### src/hw/rtl/sha1md_pkg.sv
// Shared types and constants for the SHA-1 message digest block.
`default_nettype none

package sha1md_pkg;

    // Round constants
    localparam logic [31:0] K0 = 32'h5A827999;
    localparam logic [31:0] K1 = 32'h6ED9EBA1;
    localparam logic [31:0] K2 = 32'h8F1BBCDC;
    localparam logic [31:0] K3 = 32'hCA62C1D6;

    // Initial chaining value, entry 0 is H0
    localparam logic [4:0][31:0] H_INIT = {
        32'hC3D2E1F0, 32'h10325476, 32'h98BADCFE, 32'hEFCDAB89, 32'h67452301
    };

    // Padding constants
    localparam logic [7:0] PAD_BYTE      = 8'h80;
    localparam logic [5:0] LEN_FIELD_POS = 6'd56;  // byte 56 of a block
    localparam logic [5:0] LAST_POS      = 6'd63;
    localparam logic [6:0] LAST_ROUND    = 7'd79;
    localparam logic [2:0] LAST_WORD     = 3'd4;
    localparam logic [2:0] LAST_LEN_BYTE = 3'd7;

    // Stream widths
    localparam int IN_TDATA_W  = 8;
    localparam int OUT_TDATA_W = 40;

    // Item queue between front and back
    localparam int QUEUE_DEPTH = 4;
    localparam int QUEUE_AW    = $clog2(QUEUE_DEPTH);
    localparam int QUEUE_CW    = $clog2(QUEUE_DEPTH + 1);

    // One queued input item
    typedef struct packed {
        logic [7:0] data_byte;
        logic       byte_present;
        logic       end_of_message;
    } item_t;

    // Back-end control states
    typedef enum logic [4:0] {
        ST_IDLE  = 5'b00001,
        ST_PAD   = 5'b00010,
        ST_ROUND = 5'b00100,
        ST_ADD   = 5'b01000,
        ST_OUT   = 5'b10000
    } state_t;

    // Padding phases
    typedef enum logic [2:0] {
        PAD_MARK = 3'b001,
        PAD_ZERO = 3'b010,
        PAD_LEN  = 3'b100
    } pad_phase_t;

endpackage

`default_nettype wire

### src/hw/rtl/sha1md_front.sv
// Input side: accepts items, drops empty ones, queues the rest for the engine.
`default_nettype none

module sha1md_front
(
    input  wire logic                               clk,
    input  wire logic                               rst_n,
    input  wire logic                               s_axis_tvalid,
    output logic                                    s_axis_tready,
    input  wire logic [sha1md_pkg::IN_TDATA_W-1:0]  s_axis_tdata,  // data_byte
    input  wire logic                               s_axis_tuser,  // byte_present
    input  wire logic                               s_axis_tlast,  // end_of_message
    output logic                                    q_valid,
    output sha1md_pkg::item_t                       q_item,
    input  wire logic                               q_pop
);

    sha1md_pkg::item_t                     mem [sha1md_pkg::QUEUE_DEPTH];
    logic [sha1md_pkg::QUEUE_AW-1:0]       wr_ptr_reg;
    logic [sha1md_pkg::QUEUE_AW-1:0]       rd_ptr_reg;
    logic [sha1md_pkg::QUEUE_CW-1:0]       count_reg;
    logic [sha1md_pkg::QUEUE_CW-1:0]       count_next;
    logic                                  in_xfer;
    logic                                  push;
    logic                                  pop;

    // Items with neither flag change nothing and are not queued
    assign s_axis_tready = (count_reg != sha1md_pkg::QUEUE_CW'(sha1md_pkg::QUEUE_DEPTH));
    assign in_xfer       = s_axis_tvalid && s_axis_tready;
    assign push          = in_xfer && (s_axis_tuser || s_axis_tlast);
    assign q_valid       = (count_reg != '0);
    assign pop           = q_pop && q_valid;
    assign q_item        = mem[rd_ptr_reg];

    always_comb
    begin
        count_next = count_reg;
        if (push && !pop)
        begin
            count_next = count_reg + 1'b1;
        end
        else if (pop && !push)
        begin
            count_next = count_reg - 1'b1;
        end
    end

    // Pointers and fill count
    always_ff @(posedge clk or negedge rst_n)
    begin
        if (!rst_n)
        begin
            wr_ptr_reg <= '0;
            rd_ptr_reg <= '0;
            count_reg  <= '0;
        end
        else
        begin
            if (push)
            begin
                wr_ptr_reg <= wr_ptr_reg + 1'b1;
            end
            if (pop)
            begin
                rd_ptr_reg <= rd_ptr_reg + 1'b1;
            end
            count_reg <= count_next;
        end
    end

    // Queue storage
    always_ff @(posedge clk)
    begin
        if (push)
        begin
            mem[wr_ptr_reg] <= '{data_byte:      s_axis_tdata,
                                 byte_present:   s_axis_tuser,
                                 end_of_message: s_axis_tlast};
        end
    end

endmodule

`default_nettype wire

### src/hw/rtl/sha1md_core.sv
// Engine: packs bytes, pads, runs the 80-round compression and emits the digest.
`default_nettype none

module sha1md_core
(
    input  wire logic                                clk,
    input  wire logic                                rst_n,
    input  wire logic                                q_valid,
    input  wire sha1md_pkg::item_t                   q_item,
    output logic                                     q_pop,
    output logic                                     m_axis_tvalid,
    input  wire logic                                m_axis_tready,
    output logic [sha1md_pkg::OUT_TDATA_W-1:0]       m_axis_tdata,  // digest_word, word_index
    output logic                                     m_axis_tlast   // last_word
);

    sha1md_pkg::state_t     state_reg, state_next;
    sha1md_pkg::pad_phase_t pad_reg, pad_next;
    logic [4:0][31:0]       chain_reg, chain_next;
    logic [4:0][31:0]       vars_reg, vars_next;
    logic [511:0]           blk_reg, blk_next;
    logic [63:0]            bits_reg, bits_next;
    logic [63:0]            len_reg, len_next;
    logic [2:0]             len_cnt_reg, len_cnt_next;
    logic [6:0]             rnd_reg, rnd_next;
    logic [2:0]             out_idx_reg, out_idx_next;
    logic                   fin_reg, fin_next;
    logic                   last_reg, last_next;

    logic                   push_en;
    logic [7:0]             push_byte;
    logic [5:0]             pos;
    logic [31:0]            w0, w2, w8, w13, sched_x, sched;
    logic [31:0]            ra, rb, rc, rd, re, f, kc, tmp;

    assign pos = bits_reg[8:3];

    // Message schedule taps on the 16-word window
    assign w0      = blk_reg[511:480];
    assign w2      = blk_reg[447:416];
    assign w8      = blk_reg[255:224];
    assign w13     = blk_reg[95:64];
    assign sched_x = w13 ^ w8 ^ w2 ^ w0;
    assign sched   = {sched_x[30:0], sched_x[31]};

    // Round function
    assign ra = vars_reg[0];
    assign rb = vars_reg[1];
    assign rc = vars_reg[2];
    assign rd = vars_reg[3];
    assign re = vars_reg[4];

    always_comb
    begin
        if (rnd_reg < 7'd20)
        begin
            f  = (rb & rc) | (~rb & rd);
            kc = sha1md_pkg::K0;
        end
        else if (rnd_reg < 7'd40)
        begin
            f  = rb ^ rc ^ rd;
            kc = sha1md_pkg::K1;
        end
        else if (rnd_reg < 7'd60)
        begin
            f  = (rb & rc) | (rb & rd) | (rc & rd);
            kc = sha1md_pkg::K2;
        end
        else
        begin
            f  = rb ^ rc ^ rd;
            kc = sha1md_pkg::K3;
        end
    end

    assign tmp = {ra[26:0], ra[31:27]} + f + re + kc + w0;

    // Queue pops only while waiting for input
    assign q_pop = (state_reg == sha1md_pkg::ST_IDLE) && q_valid;

    // Digest output straight from the chaining value
    assign m_axis_tvalid = (state_reg == sha1md_pkg::ST_OUT);
    assign m_axis_tlast  = (out_idx_reg == sha1md_pkg::LAST_WORD);
    assign m_axis_tdata  = {5'b0, out_idx_reg, chain_reg[out_idx_reg]};

    // Next-state logic
    always_comb
    begin
        state_next   = state_reg;
        pad_next     = pad_reg;
        chain_next   = chain_reg;
        vars_next    = vars_reg;
        blk_next     = blk_reg;
        bits_next    = bits_reg;
        len_next     = len_reg;
        len_cnt_next = len_cnt_reg;
        rnd_next     = rnd_reg;
        out_idx_next = out_idx_reg;
        fin_next     = fin_reg;
        last_next    = last_reg;
        push_en      = 1'b0;
        push_byte    = 8'h00;

        case (state_reg)
            sha1md_pkg::ST_IDLE:
            begin
                if (q_valid)
                begin
                    push_en   = q_item.byte_present;
                    push_byte = q_item.data_byte;
                    if (q_item.end_of_message)
                    begin
                        fin_next   = 1'b1;
                        pad_next   = sha1md_pkg::PAD_MARK;
                        state_next = sha1md_pkg::ST_PAD;
                        len_next   = q_item.byte_present ? (bits_reg + 64'd8) : bits_reg;
                    end
                end
            end
            sha1md_pkg::ST_PAD:
            begin
                case (pad_reg)
                    sha1md_pkg::PAD_MARK:
                    begin
                        push_en   = 1'b1;
                        push_byte = sha1md_pkg::PAD_BYTE;
                        pad_next  = sha1md_pkg::PAD_ZERO;
                    end
                    sha1md_pkg::PAD_ZERO:
                    begin
                        if (pos == sha1md_pkg::LEN_FIELD_POS)
                        begin
                            pad_next     = sha1md_pkg::PAD_LEN;
                            len_cnt_next = '0;
                        end
                        else
                        begin
                            push_en = 1'b1;
                        end
                    end
                    sha1md_pkg::PAD_LEN:
                    begin
                        push_en      = 1'b1;
                        push_byte    = len_reg[63:56];
                        len_next     = {len_reg[55:0], 8'h00};
                        len_cnt_next = len_cnt_reg + 1'b1;
                        if (len_cnt_reg == sha1md_pkg::LAST_LEN_BYTE)
                        begin
                            last_next = 1'b1;
                        end
                    end
                    default:
                    begin
                        pad_next = sha1md_pkg::PAD_MARK;
                    end
                endcase
            end
            sha1md_pkg::ST_ROUND:
            begin
                vars_next = {rd, rc, {rb[1:0], rb[31:2]}, ra, tmp};
                blk_next  = {blk_reg[479:0], sched};
                rnd_next  = rnd_reg + 1'b1;
                if (rnd_reg == sha1md_pkg::LAST_ROUND)
                begin
                    rnd_next   = '0;
                    state_next = sha1md_pkg::ST_ADD;
                end
            end
            sha1md_pkg::ST_ADD:
            begin
                for (int k = 0; k < 5; k++)
                begin
                    chain_next[k] = chain_reg[k] + vars_reg[k];
                end
                out_idx_next = '0;
                if (last_reg)
                begin
                    state_next = sha1md_pkg::ST_OUT;
                end
                else if (fin_reg)
                begin
                    state_next = sha1md_pkg::ST_PAD;
                end
                else
                begin
                    state_next = sha1md_pkg::ST_IDLE;
                end
            end
            sha1md_pkg::ST_OUT:
            begin
                if (m_axis_tready)
                begin
                    if (out_idx_reg == sha1md_pkg::LAST_WORD)
                    begin
                        chain_next = sha1md_pkg::H_INIT;
                        bits_next  = '0;
                        fin_next   = 1'b0;
                        last_next  = 1'b0;
                        state_next = sha1md_pkg::ST_IDLE;
                    end
                    else
                    begin
                        out_idx_next = out_idx_reg + 1'b1;
                    end
                end
            end
            default:
            begin
                state_next = sha1md_pkg::ST_IDLE;
            end
        endcase

        // Byte append; a full block starts the compression
        if (push_en)
        begin
            blk_next  = {blk_reg[503:0], push_byte};
            bits_next = bits_reg + 64'd8;
            if (pos == sha1md_pkg::LAST_POS)
            begin
                vars_next  = chain_reg;
                rnd_next   = '0;
                state_next = sha1md_pkg::ST_ROUND;
            end
        end
    end

    // Control and reset-defined state
    always_ff @(posedge clk or negedge rst_n)
    begin
        if (!rst_n)
        begin
            state_reg   <= sha1md_pkg::ST_IDLE;
            pad_reg     <= sha1md_pkg::PAD_MARK;
            chain_reg   <= sha1md_pkg::H_INIT;
            bits_reg    <= '0;
            len_cnt_reg <= '0;
            rnd_reg     <= '0;
            out_idx_reg <= '0;
            fin_reg     <= 1'b0;
            last_reg    <= 1'b0;
        end
        else
        begin
            state_reg   <= state_next;
            pad_reg     <= pad_next;
            chain_reg   <= chain_next;
            bits_reg    <= bits_next;
            len_cnt_reg <= len_cnt_next;
            rnd_reg     <= rnd_next;
            out_idx_reg <= out_idx_next;
            fin_reg     <= fin_next;
            last_reg    <= last_next;
        end
    end

    // Datapath registers
    always_ff @(posedge clk)
    begin
        blk_reg  <= blk_next;
        vars_reg <= vars_next;
        len_reg  <= len_next;
    end

endmodule

`default_nettype wire

### src/hw/rtl/sha1_message_digest_top.sv
// Top level of the SHA-1 message digest block.
//
// Channel   Dir  Fields (low bit up)                       Transfer
// s_axis    in   tdata: data_byte[7:0]; tuser: byte_present; tlast: end_of_message
//                                                            tvalid && tready
// m_axis    out  tdata: digest_word[31:0], word_index[34:32], zero[39:35];
//                tlast: last_word                            tvalid && tready
//
// The engine appends message bytes while idle; each full 64-byte block then runs
// 80 rounds on the shared round unit plus the chaining add. End of message:
// padding bytes, one or two more compressions, then five output words. A
// four-entry item queue takes input while the engine compresses or the output
// stalls. Asynchronous active-low reset; no clearing pass is needed.
`default_nettype none

module sha1_message_digest_top
(
    input  wire logic                                clk,
    input  wire logic                                rst_n,
    input  wire logic                                s_axis_tvalid,
    output logic                                     s_axis_tready,
    input  wire logic [sha1md_pkg::IN_TDATA_W-1:0]   s_axis_tdata,  // data_byte
    input  wire logic                                s_axis_tuser,  // byte_present
    input  wire logic                                s_axis_tlast,  // end_of_message
    output logic                                     m_axis_tvalid,
    input  wire logic                                m_axis_tready,
    output logic [sha1md_pkg::OUT_TDATA_W-1:0]       m_axis_tdata,  // digest_word, word_index
    output logic                                     m_axis_tlast   // last_word
);

    logic              q_valid;
    logic              q_pop;
    sha1md_pkg::item_t q_item;

    sha1md_front u_front
    (
        .clk           (clk),
        .rst_n         (rst_n),
        .s_axis_tvalid (s_axis_tvalid),
        .s_axis_tready (s_axis_tready),
        .s_axis_tdata  (s_axis_tdata),
        .s_axis_tuser  (s_axis_tuser),
        .s_axis_tlast  (s_axis_tlast),
        .q_valid       (q_valid),
        .q_item        (q_item),
        .q_pop         (q_pop)
    );

    sha1md_core u_core
    (
        .clk           (clk),
        .rst_n         (rst_n),
        .q_valid       (q_valid),
        .q_item        (q_item),
        .q_pop         (q_pop),
        .m_axis_tvalid (m_axis_tvalid),
        .m_axis_tready (m_axis_tready),
        .m_axis_tdata  (m_axis_tdata),
        .m_axis_tlast  (m_axis_tlast)
    );

endmodule

`default_nettype wire

### config.mk
export PLATFORM = sky130hd
export DESIGN_NAME = sha1_message_digest_top
export DESIGN_NICKNAME = d
export VERILOG_FILES = /design/src/hw/rtl/sha1md_pkg.sv /design/src/hw/rtl/sha1md_front.sv /design/src/hw/rtl/sha1md_core.sv /design/src/hw/rtl/sha1_message_digest_top.sv
export SDC_FILE = /design/constraint.sdc
export NUM_CORES = 2
export LEC_CHECK = 0
export BUFFER_PORTS_ARGS = -buffer_cell sky130_fd_sc_hd__buf_2
export CORE_ASPECT_RATIO = 0.5
export CORE_UTILIZATION = 60
export CTS_CLUSTER_SIZE = 30
export DETAILED_ROUTE_END_ITERATION = 10
export GPL_ROUTABILITY_DRIVEN = 0
export GPL_TIMING_DRIVEN = 0
export PLACE_DENSITY = 0.77
export SYNTH_ARGS = -nofsm -noshare
export SYNTH_HDL_FRONTEND = slang
export SYNTH_SLANG_ARGS = --single-unit
### constraint.sdc
create_clock -name clk -period 36 [get_ports clk]
set_input_delay 3.6 -clock clk [delete_from_list [all_inputs] [get_ports clk]]
set_output_delay 3.6 -clock clk [all_outputs]
set_load 0.01 [all_outputs]
==> flow_summary.toml <==
[clock_network]
cts-hold-fix-buffers = 0
htreeDepth = 3
tritoncts.num_buffers = 94
tritoncts = "built"
worst_skew_pair_latency_ns = 0.75
cts_post_setup_buffers_inserted = 0
cts.path.max_buffers = 3
post_cts_resized = 0
cts.sink_count = 1024
cts.reportedPaths.clkPinSlew_ns = 0.07
cts-root-buf = "clkbuf_16"

[timing]
final_hold_viol_count = 0
fin_tns_setup_ns = 0
worst_slew_pin_slew_ns = 1.58
slew_violations = 21
setup_viol_count_final = 0
post-route-period-util_pct = 24.8
period_minus_slack_ns = 8.92
max_slew_margin_pct = -5.18
achievable-frequency_mhz = 112
rsz_0062_raised_after_global_routing = "false"
timing.clock.skew_ns = 0.0447

[setup_path]
cp.arrival_ns = 9.52
crit_path_start_kind = "flop"
critical-path-top-delay-family = "compound AO/OA/AOI/OAI gates"
r2r_cells = 25
worst_path_largest_cell_delay_ns = 0.75
crit_cells = 25
critPathRequiredTime_ns = 36.60
timing.critical_path.slowest_stage_cell = "clkbuf_1"
timing.critical_path.to_type = "flop"
critPathBufInv = 7
cpMostUsedCell = "inv_1"
crit_type = "flop to flop"
max_fanout_on_critical_path = 10

[floorplan]
fp.dieW_um = 443
effective_utilization_at_floorplan_pct = 60.8
floorplan.rows = 80
core_region_area_mm2 = 0.0958
design.die.area_mm2 = 0.0984
die_y_um = 222
io_pins = 57

[synth]
postSynthCellCount = 6413
netlist-cell-type-count = 84
synthesis.area_mm2 = 0.0583
synth-async-reset-ratio_pct = 24.5
dominantRegCellSynth = "edfxtp_1"
synth_edf_count = 613
synthesis.yosys.warnings = 0
sequential_to_total_area_share_from_yosys_stat_pct = 48.0
synth.ff_latch_count = 1024
avgSynthCellArea_um2 = 9.09

[pwr]
switching_share_pct = 42.8
p_total_mw = 5.85
internal_power_mw = 3.35
power.switching_mw = 2.50
seq_power_share_pct = 39.4
ir_drop_v = 0.0000777
power_leakage_nw = 26.6
power.density_mw_per_mm2 = 91.8
power.share.clock_pct = 18.7
comb_power_share_pct = 41.9

[final_layout]
syn2layout_area_growth_pct = 9.40
num-nets-final = 6946
largest_register_ffs = 512
mostFrequentLayoutCell = "nand2_1"
layout_cells_sized_above_1_pct = 5.00
most-common-layout-cells = "1975 x nand2_1, 613 x edfxtp_1, 449 x nor2_1, 313 x clkbuf_1, 298 x a21oi_1"

[routing]
route.detailed.wl_per_inst_um = 24.0
first_pass_iters = 9
vias = 50400
remaining_drc_errors = 0
detailedRoute.firstIterationViolations = 6726
route.antenna.remaining_nets = 0
drt-vias-per-instance = 6.36
wirelength_mm = 190

[run_status]
outcome = "finished, violations left"
failed_checks = "capacitance limit, slew limit"

[global_route]
global_route_wire_length_before_repair_mm = 284
vias_in_the_first_global_route = 48700
grt_remaining_overflow = 0
grt_antenna_before_repair = 8
grtUsageTotal_pct = 38.0
grt_max_degree = 96

[place]
portBuffers = 51
detailedPlacementHpwl_mm = 141

[flow_run]
cap_violations = 2

[min_path]
whs_path_depth = 2
timing.hold.worst.class = "flop to flop"
layer usage:
layer	track usage [%]	share of wire (%)
met2	58.3	44
met4	22.5	6.7
met3	10.1	13
met1	48.7	36
met5	0	0.030
worst paths after layout:
check / start / to / slack (ns)
setup / recovery: u_core.rnd_reg[5] / u_core.ra[31] / 27.08
hold / removal: u_core.re[28] / u_core.re[28] / 0.51
setup reg to reg: u_core.rnd_reg[5] / u_core.ra[31] / 27.08
hold reg to reg: u_core.re[28] / u_core.re[28] / 0.51
max in group asynchronous: rst_n / u_core.chain_reg[88] / 31.68
min in group asynchronous: rst_n / u_front.wr_ptr_reg[0] / 2.83
power by group through the flow:
stage,logic (mW),registers (mW),clock network (mW)
2_1_floorplan,1.66,2.38,0
3_3_place_gp,2.22,2.63,0
3_5_place_dp,2.38,2.30,0
4_1_cts,2.40,2.28,1.09
5_1_grt,2.69,2.32,1.14
6_report,2.45,2.30,1.09
layout make-up:
cell class	instances	area, um2
clock buffer	122	2540
timing repair buffer	62	561
sequential	1024	28000
multi-input combinational	4843	28200
buffer	335	1280
inverter	215	807
tap	1271	1590
fill	7334	32100
antenna	1	2.50
clock inverter	54	757
kinds of logic after synthesis:
group,after synthesis,synth area share (%)
DFF,1024,48.0
other,1,0.00644
adders and majority gates,357,9.28
and+or+nand+nor,2840,19.8
muxes,85,1.69
AOI/OAI and AO/OA,1235,12.8
buffers and inverters,550,3.59
xor gates and xnor gates,321,4.83
worst min-delay path, stage by stage, from the launching register on:
cell	delay, ns
dfxtp_1	0.33
nand2_1	0.06
a31oi_1	0.07
per-stage QoR:
stage / util, % / setup slack (ns) / area [um2] / hold slack (ns) / instances
final: 66.5 / 27.08 / 63700 / 0.506 / 7927
after CTS: 66.5 / 27.41 / 63700 / 0.505 / 7926
after floorplan: - / 22.02 / 58300 / 0.468 / 6417
after global placement: 62.8 / 16.85 / 60100 / 0.486 / 7739
after detailed placement: 63.1 / 27.41 / 60400 / 0.489 / 7750
after global routing: 66.5 / 27.03 / 63700 / 0.525 / 7926
Yosys cell counts (6+ instances only):
library cell	number	area share, %
a211o_1	10	0.15
a211oi_1	21	0.27
a21o_1	68	0.88
a21oi_1	298	2.6
a221oi_1	9	0.14
a22o_1	7	0.11
a31oi_1	160	1.7
and2_1	17	0.18
and3_1	48	0.52
buf_1	31	0.20
clkbuf_1	293	1.9
dfrtp_1	169	7.3
dfstp_2	82	3.7
dfxtp_1	160	5.5
edfxtp_1	613	32
fa_1	125	4.3
ha_1	232	5.0
inv_1	214	1.4
mux2i_1	70	1.2
mux4_2	10	0.39
nand2_1	1976	13
nand2b_1	34	0.37
nand3_1	116	1.0
nand3b_1	7	0.090
nand4_1	26	0.28
nor2_1	449	2.9
nor2b_1	48	0.52
nor3_1	65	0.56
nor4_1	9	0.097
o211ai_1	18	0.23
o21a_1	33	0.43
o21ai_0	256	2.2
o21ai_1	159	1.4
o21bai_1	19	0.24
o22ai_1	37	0.40
o31a_1	6	0.090
o31ai_1	40	0.52
o32a_1	7	0.12
o32ai_1	24	0.36
or3_1	18	0.19
xnor2_1	197	3.0
xor2_1	124	1.9
Note: power is estimated with default switching activity, not from simulation.
